## src/hw/rtl/ttw_pkg.sv

```systemverilog
// Shared types, sizes and helpers for the text terminal writer.
`timescale 1ns / 1ps

package ttw_pkg;

    // Screen geometry
    localparam int COLS   = 80;
    localparam int ROWS   = 25;
    localparam int CELLS  = ROWS * COLS;
    localparam int ADDR_W = $clog2(CELLS);

    // Field widths fixed by the item format
    localparam int ROW_W  = 5;
    localparam int COL_W  = 7;
    localparam int BYTE_W = 8;
    localparam int CELL_W = 2 * BYTE_W;

    localparam logic [BYTE_W-1:0] NEWLINE_CODE = 8'd10;
    localparam logic [BYTE_W-1:0] COLOR_RESET  = 8'd2;
    localparam logic [BYTE_W-1:0] CHAR_BLANK   = 8'd0;

    localparam logic [ROW_W-1:0]  LAST_ROW  = ROW_W'(ROWS - 1);
    localparam logic [COL_W-1:0]  LAST_COL  = COL_W'(COLS - 1);
    localparam logic [ADDR_W-1:0] COPY_LAST = ADDR_W'(CELLS - COLS - 1);
    localparam logic [ADDR_W-1:0] BOTTOM    = ADDR_W'(CELLS - COLS);
    localparam logic [ADDR_W-1:0] CELL_LAST = ADDR_W'(CELLS - 1);
    localparam logic [ADDR_W-1:0] ROW_STEP  = ADDR_W'(COLS);

    typedef enum logic [1:0] {
        OP_PUT       = 2'd0,
        OP_BACKSPACE = 2'd1,
        OP_READ      = 2'd2,
        OP_CLEAR     = 2'd3
    } ttw_op_t;

    typedef enum logic [3:0] {
        S_INIT,
        S_IDLE,
        S_SCROLL,
        S_BLANK,
        S_BS_RD,
        S_BS_CHK,
        S_RD_WAIT,
        S_CLEAR,
        S_DONE
    } ttw_state_t;

    typedef struct packed {
        logic [1:0]        operation;
        logic [BYTE_W-1:0] char_code;
        logic [ROW_W-1:0]  read_row;
        logic [COL_W-1:0]  read_col;
    } ttw_req_t;

    typedef struct packed {
        logic [ROW_W-1:0]  cursor_row;
        logic [COL_W-1:0]  cursor_col;
        logic [BYTE_W-1:0] cell_char;
        logic [BYTE_W-1:0] cell_color;
    } ttw_rsp_t;

    typedef struct packed {
        logic              we;
        logic [ADDR_W-1:0] waddr;
        logic [CELL_W-1:0] wdata;
        logic [ADDR_W-1:0] raddr;
    } ttw_mem_t;

    typedef struct packed {
        logic idle;
        logic done;
    } ttw_stat_t;

    function automatic logic [ADDR_W-1:0] cell_addr(input logic [ROW_W-1:0] row,
                                                   input logic [COL_W-1:0] col);
        cell_addr = ADDR_W'(row) * ROW_STEP + ADDR_W'(col);
    endfunction

endpackage

```

## src/hw/rtl/ttw_ctrl.sv

```systemverilog
// Sequencer: cursor, scroll copy, backspace scan and clear sweeps over the cell memory.
`timescale 1ns / 1ps

module ttw_ctrl (
    input  logic                             clk,
    input  logic                             rst_n,
    input  logic                             start,
    input  ttw_pkg::ttw_req_t                req,
    input  logic [ttw_pkg::BYTE_W-1:0]       text_color,
    input  logic                             rsp_free,
    input  logic [ttw_pkg::CELL_W-1:0]       rdata,
    output ttw_pkg::ttw_mem_t                mem,
    output ttw_pkg::ttw_stat_t               stat,
    output ttw_pkg::ttw_rsp_t                rsp
);

    ttw_pkg::ttw_state_t state_reg, state_next;

    logic [ttw_pkg::ROW_W-1:0]  row_reg, row_next;
    logic [ttw_pkg::COL_W-1:0]  col_reg, col_next;
    logic [ttw_pkg::ADDR_W-1:0] idx_reg, idx_next;
    logic                       pend_reg, pend_next;
    logic [ttw_pkg::ADDR_W-1:0] pend_addr_reg, pend_addr_next;
    logic [ttw_pkg::CELL_W-1:0] cell_reg, cell_next;

    logic [ttw_pkg::ADDR_W-1:0] cur_addr;
    logic [ttw_pkg::CELL_W-1:0] blank;
    logic                       rd_in_range;
    logic                       scan_more;
    ttw_pkg::ttw_op_t           op;

    assign cur_addr    = ttw_pkg::cell_addr(row_reg, col_reg);
    assign blank       = {text_color, ttw_pkg::CHAR_BLANK};
    assign rd_in_range = (int'(req.read_row) < ttw_pkg::ROWS)
                      && (int'(req.read_col) < ttw_pkg::COLS);
    assign scan_more   = (idx_reg != '0) && (rdata[ttw_pkg::BYTE_W-1:0] == ttw_pkg::CHAR_BLANK);
    assign op          = ttw_pkg::ttw_op_t'(req.operation);

    always_ff @(posedge clk or negedge rst_n)
    begin
        if (!rst_n)
        begin
            state_reg <= ttw_pkg::S_INIT;
            row_reg   <= '0;
            col_reg   <= '0;
            idx_reg   <= '0;
            pend_reg  <= 1'b0;
        end
        else
        begin
            state_reg <= state_next;
            row_reg   <= row_next;
            col_reg   <= col_next;
            idx_reg   <= idx_next;
            pend_reg  <= pend_next;
        end
    end

    always_ff @(posedge clk)
    begin
        pend_addr_reg <= pend_addr_next;
        cell_reg      <= cell_next;
    end

    // Next state
    always_comb
    begin
        state_next = state_reg;
        unique case (state_reg)
            ttw_pkg::S_INIT:
            begin
                if (idx_reg == ttw_pkg::CELL_LAST)
                    state_next = ttw_pkg::S_IDLE;
            end
            ttw_pkg::S_IDLE:
            begin
                if (start)
                begin
                    unique case (op)
                        ttw_pkg::OP_PUT:
                        begin
                            if (req.char_code == ttw_pkg::NEWLINE_CODE)
                                state_next = (row_reg == ttw_pkg::LAST_ROW) ?
                                             ttw_pkg::S_SCROLL : ttw_pkg::S_DONE;
                            else if (col_reg == ttw_pkg::LAST_COL
                                     && row_reg == ttw_pkg::LAST_ROW)
                                state_next = ttw_pkg::S_SCROLL;
                            else
                                state_next = ttw_pkg::S_DONE;
                        end
                        ttw_pkg::OP_BACKSPACE:
                        begin
                            if (col_reg == '0 && row_reg != '0)
                                state_next = ttw_pkg::S_BS_RD;
                            else
                                state_next = ttw_pkg::S_DONE;
                        end
                        ttw_pkg::OP_READ:
                        begin
                            state_next = rd_in_range ? ttw_pkg::S_RD_WAIT : ttw_pkg::S_DONE;
                        end
                        ttw_pkg::OP_CLEAR:
                        begin
                            state_next = ttw_pkg::S_CLEAR;
                        end
                        default:
                        begin
                            state_next = ttw_pkg::S_DONE;
                        end
                    endcase
                end
            end
            ttw_pkg::S_SCROLL:
            begin
                if (idx_reg == ttw_pkg::COPY_LAST)
                    state_next = ttw_pkg::S_BLANK;
            end
            ttw_pkg::S_BLANK:
            begin
                if (!pend_reg && idx_reg == ttw_pkg::CELL_LAST)
                    state_next = ttw_pkg::S_DONE;
            end
            ttw_pkg::S_BS_RD:
            begin
                state_next = ttw_pkg::S_BS_CHK;
            end
            ttw_pkg::S_BS_CHK:
            begin
                state_next = scan_more ? ttw_pkg::S_BS_RD : ttw_pkg::S_DONE;
            end
            ttw_pkg::S_RD_WAIT:
            begin
                state_next = ttw_pkg::S_DONE;
            end
            ttw_pkg::S_CLEAR:
            begin
                if (idx_reg == ttw_pkg::CELL_LAST)
                    state_next = ttw_pkg::S_DONE;
            end
            ttw_pkg::S_DONE:
            begin
                if (rsp_free)
                    state_next = ttw_pkg::S_IDLE;
            end
            default:
            begin
                state_next = ttw_pkg::S_INIT;
            end
        endcase
    end

    // Datapath and memory control
    always_comb
    begin
        row_next       = row_reg;
        col_next       = col_reg;
        idx_next       = idx_reg;
        pend_next      = 1'b0;
        pend_addr_next = pend_addr_reg;
        cell_next      = cell_reg;
        mem.we         = 1'b0;
        mem.waddr      = idx_reg;
        mem.wdata      = blank;
        mem.raddr      = idx_reg;

        // Drain the copy queued by the previous scroll read
        if (pend_reg)
        begin
            mem.we    = 1'b1;
            mem.waddr = pend_addr_reg;
            mem.wdata = rdata;
        end

        unique case (state_reg)
            ttw_pkg::S_INIT:
            begin
                mem.we    = 1'b1;
                mem.waddr = idx_reg;
                mem.wdata = {ttw_pkg::COLOR_RESET, ttw_pkg::CHAR_BLANK};
                idx_next  = (idx_reg == ttw_pkg::CELL_LAST) ? '0 : idx_reg + 1'b1;
            end
            ttw_pkg::S_IDLE:
            begin
                if (start)
                begin
                    cell_next = '0;
                    idx_next  = '0;
                    unique case (op)
                        ttw_pkg::OP_PUT:
                        begin
                            if (req.char_code != ttw_pkg::NEWLINE_CODE)
                            begin
                                mem.we    = 1'b1;
                                mem.waddr = cur_addr;
                                mem.wdata = {text_color, req.char_code};
                            end
                            if (req.char_code == ttw_pkg::NEWLINE_CODE
                                || col_reg == ttw_pkg::LAST_COL)
                            begin
                                col_next = '0;
                                if (row_reg != ttw_pkg::LAST_ROW)
                                    row_next = row_reg + 1'b1;
                            end
                            else
                            begin
                                col_next = col_reg + 1'b1;
                            end
                        end
                        ttw_pkg::OP_BACKSPACE:
                        begin
                            if (col_reg != '0)
                            begin
                                col_next  = col_reg - 1'b1;
                                mem.we    = 1'b1;
                                mem.waddr = cur_addr - 1'b1;
                            end
                            else if (row_reg == '0)
                            begin
                                mem.we    = 1'b1;
                                mem.waddr = '0;
                            end
                            else
                            begin
                                // Start the backward scan at the end of the previous row
                                idx_next = cur_addr - 1'b1;
                                row_next = row_reg - 1'b1;
                                col_next = ttw_pkg::LAST_COL;
                            end
                        end
                        ttw_pkg::OP_READ:
                        begin
                            if (rd_in_range)
                                mem.raddr = ttw_pkg::cell_addr(req.read_row, req.read_col);
                        end
                        ttw_pkg::OP_CLEAR:
                        begin
                            row_next = '0;
                            col_next = '0;
                        end
                        default:
                        begin
                            cell_next = '0;
                        end
                    endcase
                end
            end
            ttw_pkg::S_SCROLL:
            begin
                // Read one row ahead, write back on the next cycle
                mem.raddr      = idx_reg + ttw_pkg::ROW_STEP;
                pend_next      = 1'b1;
                pend_addr_next = idx_reg;
                idx_next       = (idx_reg == ttw_pkg::COPY_LAST) ?
                                 ttw_pkg::BOTTOM : idx_reg + 1'b1;
            end
            ttw_pkg::S_BLANK:
            begin
                if (!pend_reg)
                begin
                    mem.we    = 1'b1;
                    mem.waddr = idx_reg;
                    mem.wdata = blank;
                    idx_next  = (idx_reg == ttw_pkg::CELL_LAST) ? '0 : idx_reg + 1'b1;
                end
            end
            ttw_pkg::S_BS_RD:
            begin
                mem.raddr = idx_reg;
            end
            ttw_pkg::S_BS_CHK:
            begin
                if (scan_more)
                begin
                    idx_next = idx_reg - 1'b1;
                    if (col_reg == '0)
                    begin
                        col_next = ttw_pkg::LAST_COL;
                        row_next = row_reg - 1'b1;
                    end
                    else
                    begin
                        col_next = col_reg - 1'b1;
                    end
                end
                else
                begin
                    mem.we    = 1'b1;
                    mem.waddr = idx_reg;
                    mem.wdata = blank;
                    idx_next  = '0;
                end
            end
            ttw_pkg::S_RD_WAIT:
            begin
                cell_next = rdata;
            end
            ttw_pkg::S_CLEAR:
            begin
                mem.we    = 1'b1;
                mem.waddr = idx_reg;
                mem.wdata = blank;
                idx_next  = (idx_reg == ttw_pkg::CELL_LAST) ? '0 : idx_reg + 1'b1;
            end
            ttw_pkg::S_DONE:
            begin
                cell_next = cell_reg;
            end
            default:
            begin
                idx_next = '0;
            end
        endcase
    end

    // Status and result
    always_comb
    begin
        stat.idle       = (state_reg == ttw_pkg::S_IDLE);
        stat.done       = (state_reg == ttw_pkg::S_DONE);
        rsp.cursor_row  = row_reg;
        rsp.cursor_col  = col_reg;
        rsp.cell_char   = cell_reg[ttw_pkg::BYTE_W-1:0];
        rsp.cell_color  = cell_reg[ttw_pkg::CELL_W-1:ttw_pkg::BYTE_W];
    end

endmodule

```

## config.mk

```make
export PLATFORM = sky130hd
export DESIGN_NAME = ttw_ctrl
export DESIGN_NICKNAME = d
export VERILOG_FILES = /design/src/hw/rtl/ttw_pkg.sv /design/src/hw/rtl/ttw_ctrl.sv
export SDC_FILE = /design/constraint.sdc
export NUM_CORES = 1
export LEC_CHECK = 0
export ABC_AREA = 1
export BUFFER_PORTS_ARGS = -buffer_cell sky130_fd_sc_hd__buf_2
export CORE_MARGIN = 3
export CORE_UTILIZATION = 50
export CTS_CLUSTER_SIZE = 24
export DETAILED_ROUTE_END_ITERATION = 10
export PLACE_DENSITY = 0.74
export SLEW_MARGIN = 40
export SYNTH_ARGS = -nofsm -noshare
export SYNTH_HDL_FRONTEND = slang
export SYNTH_SLANG_ARGS = --single-unit
```

## constraint.sdc

```tcl
create_clock -name clk -period 5.31 [get_ports clk]
set_input_delay 0.2655 -clock clk [delete_from_list [all_inputs] [get_ports clk]]
set_output_delay 0.2655 -clock clk [all_outputs]
set_load 0.1 [all_outputs]
```

# Word-level counts from Yosys, hierarchy flattened
# Index checks and enable logic that the tools add are counted.
[totals]
regBits = 55
latch_bits = 0
ram_bits = 0
romBits = 0
word_cells = 135
mem_count = 0
[op_classes]
add_sub_neg = 10
n_mul = 2
n_div = 0
order_cmp = 2
eq_ne = 33
shift = 0
mux = 56
n_bitwise = 1
n_reduce_logical = 24
[ops]
columns = ["op", "n"]
rows = [
  ["$pmux 28 s5", 1],
  ["$mux 28", 4],
  ["$mux 11", 10],
  ["$pmux 11 s6", 1],
  ["$mux 4", 12],
  ["$mux 7", 6],
  ["$mux 39", 1],
  ["$pmux 4 s9", 1],
  ["$mux 5", 7],
  ["$mux 16", 2],
  ["$pmux 16 s2", 1],
  ["$mux 12", 2],
  ["$pmux 12 s2", 1],
  ["$add 11x7->11", 2],
  ["$eq 11x11->1 const B", 2],
  ["$pmux 11 s2", 1],
  ["$sub 11x1->11 const B", 2],
  ["$pmux 7 s3", 1],
  ["$ne 2x2->1 const B", 9],
  ["$eq 4x3->1 const B", 4],
  ["$pmux 4 s4", 1],
  ["$pmux 5 s3", 1],
  ["$mul 5x3->7 const B", 2],
  ["$pmux 7 s2", 1],
  ["other kinds (43)", 53],
]

# Longest topological paths before layout
# Gate-level depths: netlist (run 1).
[depth]
depth_word = 8
depth_mapped = 15

# Worst setup path after synthesis (run 1)
# OpenSTA, ideal clock, no wires.
[synth_path]
path_type = "register -> output"
startpoint = "reg state_reg[2]"
endpoint = "out mem[6] (netlist name)"
arrival_ps = 4810
setup_slack_ps = 235
path_stages_with_launch = 6
path_buffers = 0
path_cell_list = "dfrtp_1 inv_2 nand2_2 nor3_4 inv_2 o311ai_0"
[synth_lines]
columns = ["item", "line_no", "text"]
rows = [
  ["from (decl)", "ttw_ctrl.sv:17", "ttw_pkg::ttw_state_t state_reg, state_next;"],
  ["from (signal assigned)", "ttw_ctrl.sv:43", "state_reg <= ttw_pkg::S_INIT;"],
  ["from (signal assigned)", "ttw_ctrl.sv:51", "state_reg <= state_next;"],
  ["to (decl)", "ttw_ctrl.sv:12", "output ttw_pkg::ttw_mem_t mem,"],
]

==> qor.yml, run 1 <==
final_layout:
  layoutNonFillerInstCount: 1100
  largest_reg_flops: 16
  most-common-layout-cells: "nand2_1, buf_2, inv_1"
  antenna_cells: 0
  nFillCells: 1102
  final_common_cell: "nand2_1"
  area_growth_pct: 12.8
  seq_area_um2: 1510
  multiInputGateArea_um2: 3770
  drive_above_1_share_pct: 20.7
  layout.nets: 1046
floorplan:
  die_area_um2: 13100
  fp.dieW_um: 114
  coreArea_um2: 11200
  core.rowCount: 38
  dieHeight_um: 114
  start_util_pct: 52.5
  boundaryPins: 119
place:
  io_buffers: 118
  gp_congestion: 0.942
  dpl.hpwl_um: 13400
  placed_cells: 1092
yosys:
  synth_top_area_share_pct: 15.0
  synth_warnings: 0
  synth.area.top_cells: "nand2_1, edfxtp_1, dfrtp_1"
  synthArstFlopShare_pct: 50.9
  ys_ff_latch: 55
  synth-edff-count: 27
  synth_nets: 944
  synth.cell_area_um2: 5870
  synth_top_area_cell: "nand2_1"
  ys_types: 46
  synth-main-ff-cell: "dfrtp_1"
  ys_seq_area_share_pct: 25.7
  avgSynthCellArea_um2: 6.85
  synthCells: 857
clocking:
  cts_setup_buffers: 0
  postCtsHoldBufs: 0
  htreeDepth: 2
  clk_latency_ns: 0.31
  root_buffer: "clkbuf_16"
  clock-sinks: 55
  clk_pin_slew_ns: 0.08
  cts_inserted_buffers: 5
  cts_tree: "built"
  clock_path_buffers: 2
  cts-resized-gates: 0
grt:
  met1_usage_pct: 36.9
  globalRoute.totalOverflow: 0
  antenna_found_initial: 0
  grt_max_degree: 43
  grt_first_pass_wirelength_um: 28100
  grt_util_met3_pct: 5.07
  busiest_layer: "met2"
  track_usage_pct: 26.4
  first_global_vias: 5614
  gr-usage-met2_pct: 41.8
routing:
  routedWlPerCell_um: 15.6
  route.detailed.drc: 0
  firstDrtPassIters: 5
  viasPerCell: 5.52
  drt_iter0_markers: 530
  wl_um: 17100
  postRouteAntennaNets: 0
  vias: 6077
worst_setup_path:
  cp-start-kind: "flop"
  criticalPathCategory: "flop to output pin"
  cp-startpoint: "row_reg[1]$_DFFE_PN0P_"
  cp.required_ns: 5.04
  path_max_fanout: 7
  r2r_start: "row_reg[1]$_DFFE_PN0P_"
  endpoint_kind: "output pin"
  arrival_ns: 3.25
flow_run:
  drv_cap: 0
sta:
  worst_pin_slew_ns: 0.747
  hold_viol_final: 0
  max_freq_mhz: 284
  final_max_slew_viol_count: 0
  setup_tns_ns: 0
  fin_crit_ns: 3.51
  rsz0062_at_grt: "false"
  relSlewSlack_pct: 50.2
  period_share_pct: 66.2
  clock_skew_ns: 0.00572
  setup_violations: 0
  whs_ns: 0.0181
run_status:
  outcome: "complete, no violations"
worst_hold_path:
  hold_path_class: "input port to asynchronous set/reset pin"
==> final cells by class <==
class                   count  area share, %
flip-flops and latches     55           22.8
clock inverters             3          0.359
clock buffers               5           1.89
inverters                 108           6.12
well taps                 140           2.65
multi-input cells         669           57.0
repair buffers            120           9.20
==> synth_stat cells, types with 3 or more instances <==
master    number
a21oi_1       16
nor2_4         8
o221ai_1       3
xnor2_1        8
nor2_1        66
o21ai_2       12
clkbuf_1       5
dfrtp_1       28
fa_1           4
a31oi_1        3
or2_2          3
nand3_2        4
o21ai_0       74
buf_6          8
o21bai_1       4
nor2_2        11
nand2_1      234
buf_2          5
o21ai_1       10
ha_1          33
xor2_1        20
nor3_4         3
buf_4          5
o22ai_1       10
o211ai_1      10
inv_1         94
inv_2         14
o32ai_1        3
nand2_2        8
nor3_1        10
edfxtp_1      27
nand2_4        3
nand3_1       80
nand4_1       14
==> critical path, cell delays in order (launching register included) <==
cell and delay (ns):
dfrtp_1 0.46, ha_1 0.33, ha_1 0.22, fa_1 0.51, nand2_1 0.06, inv_1 0.10
nand2_1 0.08, nor2_1 0.10, nand3_1 0.09, nand2_1 0.11, inv_1 0.06, o21ai_1 0.12
inv_1 0.05, nand2_1 0.06, nand2_1 0.04, nand3_1 0.10, buf_2 0.44
==> logic make-up (layout without fill, tap and decap cells) <==
logic type | Yosys count | count (layout) | share of synthesized area (%)
simple gates | 452 | 452 | 36.1
compound gates | 152 | 152 | 15.6
buf+inv | 133 | 236 | 10.0
flops | 55 | 55 | 25.7
fa+ha+maj | 37 | 37 | 8.40
xor+xnor | 28 | 28 | 4.18
==> final timing paths <==
| check | end | slack, ns | depth (start not counted) |
|---|---|---|---|
| setup reg to reg | idx_reg[10]$_DFFE_PN0P_ | 2.65 | 14 |
| setup / recovery | mem[37] | 1.80 | 16 |
| hold / removal | col_reg[5]$_DFFE_PN0P_ | 0.02 | 1 |
| min in group clk | state_reg[3]$_DFFE_PN0P_ | 0.14 | 2 |
| max in group asynchronous | state_reg[0]$_DFFE_PN0P_ | 4.82 | 1 |
| hold reg to reg | pend_addr_reg[10]$_DFFE_PP_ | 0.57 | 0 |
==> through the flow <==
stage,cell area [um^2],utilization (%),setup WS (ns)
floorplan,5870,-,0.235
global placement,6460,57.8,2.23
detailed placement,6470,57.9,2.16
CTS,6620,59.3,1.80
global route,6620,59.3,1.57
finish,6620,59.3,1.80
==> metal layers <==
metal	share of wire (%)	vias to the layer above	wire length, um
met1	45	2744	7660
met2	45	255	7780
li1	-	3051	-
met4	1.8	0	305
met3	8.0	27	1360
met5	0	-	0
Power of run 1 is left out: the tool's default activity adds up to more than one toggle a clock period on the data nets, which glitch-free logic cannot reach.
==> inputs of run 2 (changes only) <==
- PLACE_DENSITY: 0.74 -> 0.77
- clock period: 5.31 -> 2.95 ns (I/O delays scaled with it)
==> run 2 against run 1 <==
  * Utilization increased by 6.6 points
  * Critical path depth stayed put
  * Die area stayed put
  * Register-to-register slack worse by 2.6 ns
  * Flip-flop and latch count did not move
  * Critical path type unchanged
  * Final cell count up 2.5%
  * The run now ends with negative setup slack left
  * Final area is 11% higher
==> qor.yml, run 2 (synthesis results as in run 1) <==
sta:
  layout_setup_ws_ns: -0.0938  # was 1.80 ns
  fin_crit_ns: 3.04
  period_share_pct: 103
  clock_skew_ns: 0.00501  # was 0.00572 ns
  relSlewSlack_pct: 50.4  # was 50.2%
  setup_violations: 1  # was 0
  hold_viol_final: 0  # unchanged
  final_max_slew_viol_count: 0  # unchanged
  rsz0062_at_grt: "true"  # was false
  worst_pin_slew_ns: 0.745  # was 0.747 ns
  max_freq_mhz: 329
worst_setup_path:
  endpoint_kind: "output pin"  # unchanged
  criticalPathCategory: "flop to output pin"  # unchanged
  cp-start-kind: "flop"  # unchanged
  cp.required_ns: 2.80  # was 5.04 ns
  path_max_fanout: 4  # was 7
  arrival_ns: 2.90  # was 3.25 ns
grt:
  met1_usage_pct: 36.9  # about the same
  track_usage_pct: 26.6  # was 26.4%
  globalRoute.totalOverflow: 0  # unchanged
  antenna_found_initial: 0  # unchanged
  first_global_vias: 5743  # was 5,614
  gr-usage-met2_pct: 44.9  # was 41.8%
  grt_first_pass_wirelength_um: 28400  # was 28,100 um
  grt_util_met3_pct: 3.01  # was 5.07%
  grt_max_degree: 31  # was 43
  busiest_layer: "met2"  # unchanged
routing:
  vias: 6338  # was 6,077
  wl_um: 17700  # was 17,100 um
  routedWlPerCell_um: 15.7  # was 15.6 um
  firstDrtPassIters: 5  # unchanged
  route.detailed.drc: 0  # unchanged
  postRouteAntennaNets: 0  # unchanged
  viasPerCell: 5.62  # was 5.52
  drt_iter0_markers: 460  # was 530
floorplan:
  core.rowCount: 38  # unchanged
  start_util_pct: 52.5  # unchanged
  fp.dieW_um: 114  # unchanged
  dieHeight_um: 114  # unchanged
  coreArea_um2: 11200  # unchanged
  die_area_um2: 13100  # unchanged
  boundaryPins: 119  # unchanged
clocking:
  htreeDepth: 2  # unchanged
  clock-sinks: 55  # unchanged
  cts_inserted_buffers: 5  # unchanged
  clk_latency_ns: 0.30  # was 0.31 ns
  cts_tree: "built"  # unchanged
  root_buffer: "clkbuf_16"  # unchanged
  clock_path_buffers: 2  # unchanged
  clk_pin_slew_ns: 0.08  # about the same
run_status:
  violations: "negative setup slack"
  outcome: "finished with violations"  # was complete, no violations
final_layout:
  layout.nets: 1073  # was 1,046
  largest_reg_flops: 16  # unchanged
  final_util_pct: 65.9  # was 59.3%
  final_common_cell: "nand2_1"  # unchanged
  layoutNonFillerInstCount: 1127  # was 1,100
  nFillCells: 1020  # was 1,102
  multiInputGateArea_um2: 4000  # was 3770 um^2
  area_growth_pct: 25.4  # was 12.8%
  seq_area_um2: 1530  # was 1510 um^2
  antenna_cells: 0  # unchanged
  most-common-layout-cells: "nand2_1, buf_2, inv_1"  # unchanged
  drive_above_1_share_pct: 27.5  # was 20.7%
place:
  gp_congestion: 0.963  # was 0.942
  io_buffers: 118  # unchanged
  dpl.hpwl_um: 14100  # was 13,400 um
  pre_cts_slack_ns: 0.0454  # was 2.16 ns
  placed_cells: 1106  # was 1,092
worst_hold_path:
  hold_path_class: "input port to flop"  # was input port to asynchronous set/reset pin
flow_run:
  drv_cap: 0  # unchanged
-- run 2: changes by cell type in the layout (fill, tap and decap cells not counted), moves of 4 or more --
cell     before  now
o22ai_1      10    6
dfrtp_1      28   19
o21ai_0      74   68
nor2_1       66   62
buf_12        0   19
buf_4         1   27
nand2_1     234  229
dfrtp_2       0    7
o22ai_2       0    4
buf_2       118   97
o21ai_2      12   17
-- run 2: final timing paths --
| check | start | to | slack [ns] | cells past startpoint |
|---|---|---|---|---|
| max reg2reg | row_reg[1]$_DFFE_PN0P_ | idx_reg[10]$_DFFE_PN0P_ | 0.06 | 18 |
| max in group asynchronous | rst_n | row_reg[3]$_DFFE_PN0P_ | 1.96 | 2 |
| max | row_reg[1]$_DFFE_PN0P_ | mem[37] | -0.09 | 16 |
| min reg2reg | idx_reg[10]$_DFFE_PN0P_ | pend_addr_reg[10]$_DFFE_PP_ | 0.55 | 0 |
| min in group asynchronous | rst_n | col_reg[3]$_DFFE_PN0P_ | 0.45 | 2 |
| min | rsp_free | state_reg[3]$_DFFE_PN0P_ | 0.03 | 2 |
-- run 2: critical path, stage by stage (launching register included) --
cell and delay (ns):
dfrtp_4 0.50, ha_4 0.25, ha_4 0.16, fa_1 0.52
nand2_1 0.07, inv_2 0.10, nand2_4 0.07, nor2_1 0.09
nand3_1 0.08, nand2_1 0.09, inv_1 0.07, o21ai_1 0.14
inv_1 0.06, nand2_1 0.07, nand2_2 0.06, nand3_4 0.08
buf_12 0.18
-- run 2: area by class of cell --
type / count / share of cell area [%]
Timing Repair Buffer: 147 / 15.0
Clock buffer: 5 / 1.70
Multi-Input combinational cell: 669 / 54.3
Sequential cell: 55 / 20.8
Tap cell: 140 / 2.38
Inverter: 108 / 5.51
Clock inverter: 3 / 0.374
-- run 2: layer usage --
metal,wire length [um],up-vias
li1,-,3109
met1,7560,2905
met2,8460,301
met3,1420,23
met4,263,0
met5,0,-
-- run 2: timing repair --
item | in CTS | in global routing
buffers inserted | 6 | 6
endpoints found under the setup margin | 3 | 8
hold endpoints to repair | 28 | 0
gates resized for setup | 9 | 12
pin swaps | 4 | 7
hold buffers | 1 | 0
-- run 2: stage by stage --
step	area, um^2	TNS [ns]	hold slack [ns]
detailed placement	7020	0	0.251
global route	7360	-0.436	0.0344
finish	7360	-0.0938	0.0301
CTS	7270	-0.00272	0.0338
floorplan	6030	-2.96	-0.148
global placement	7020	0	0.241
Power of run 2 is left out for the same reason.
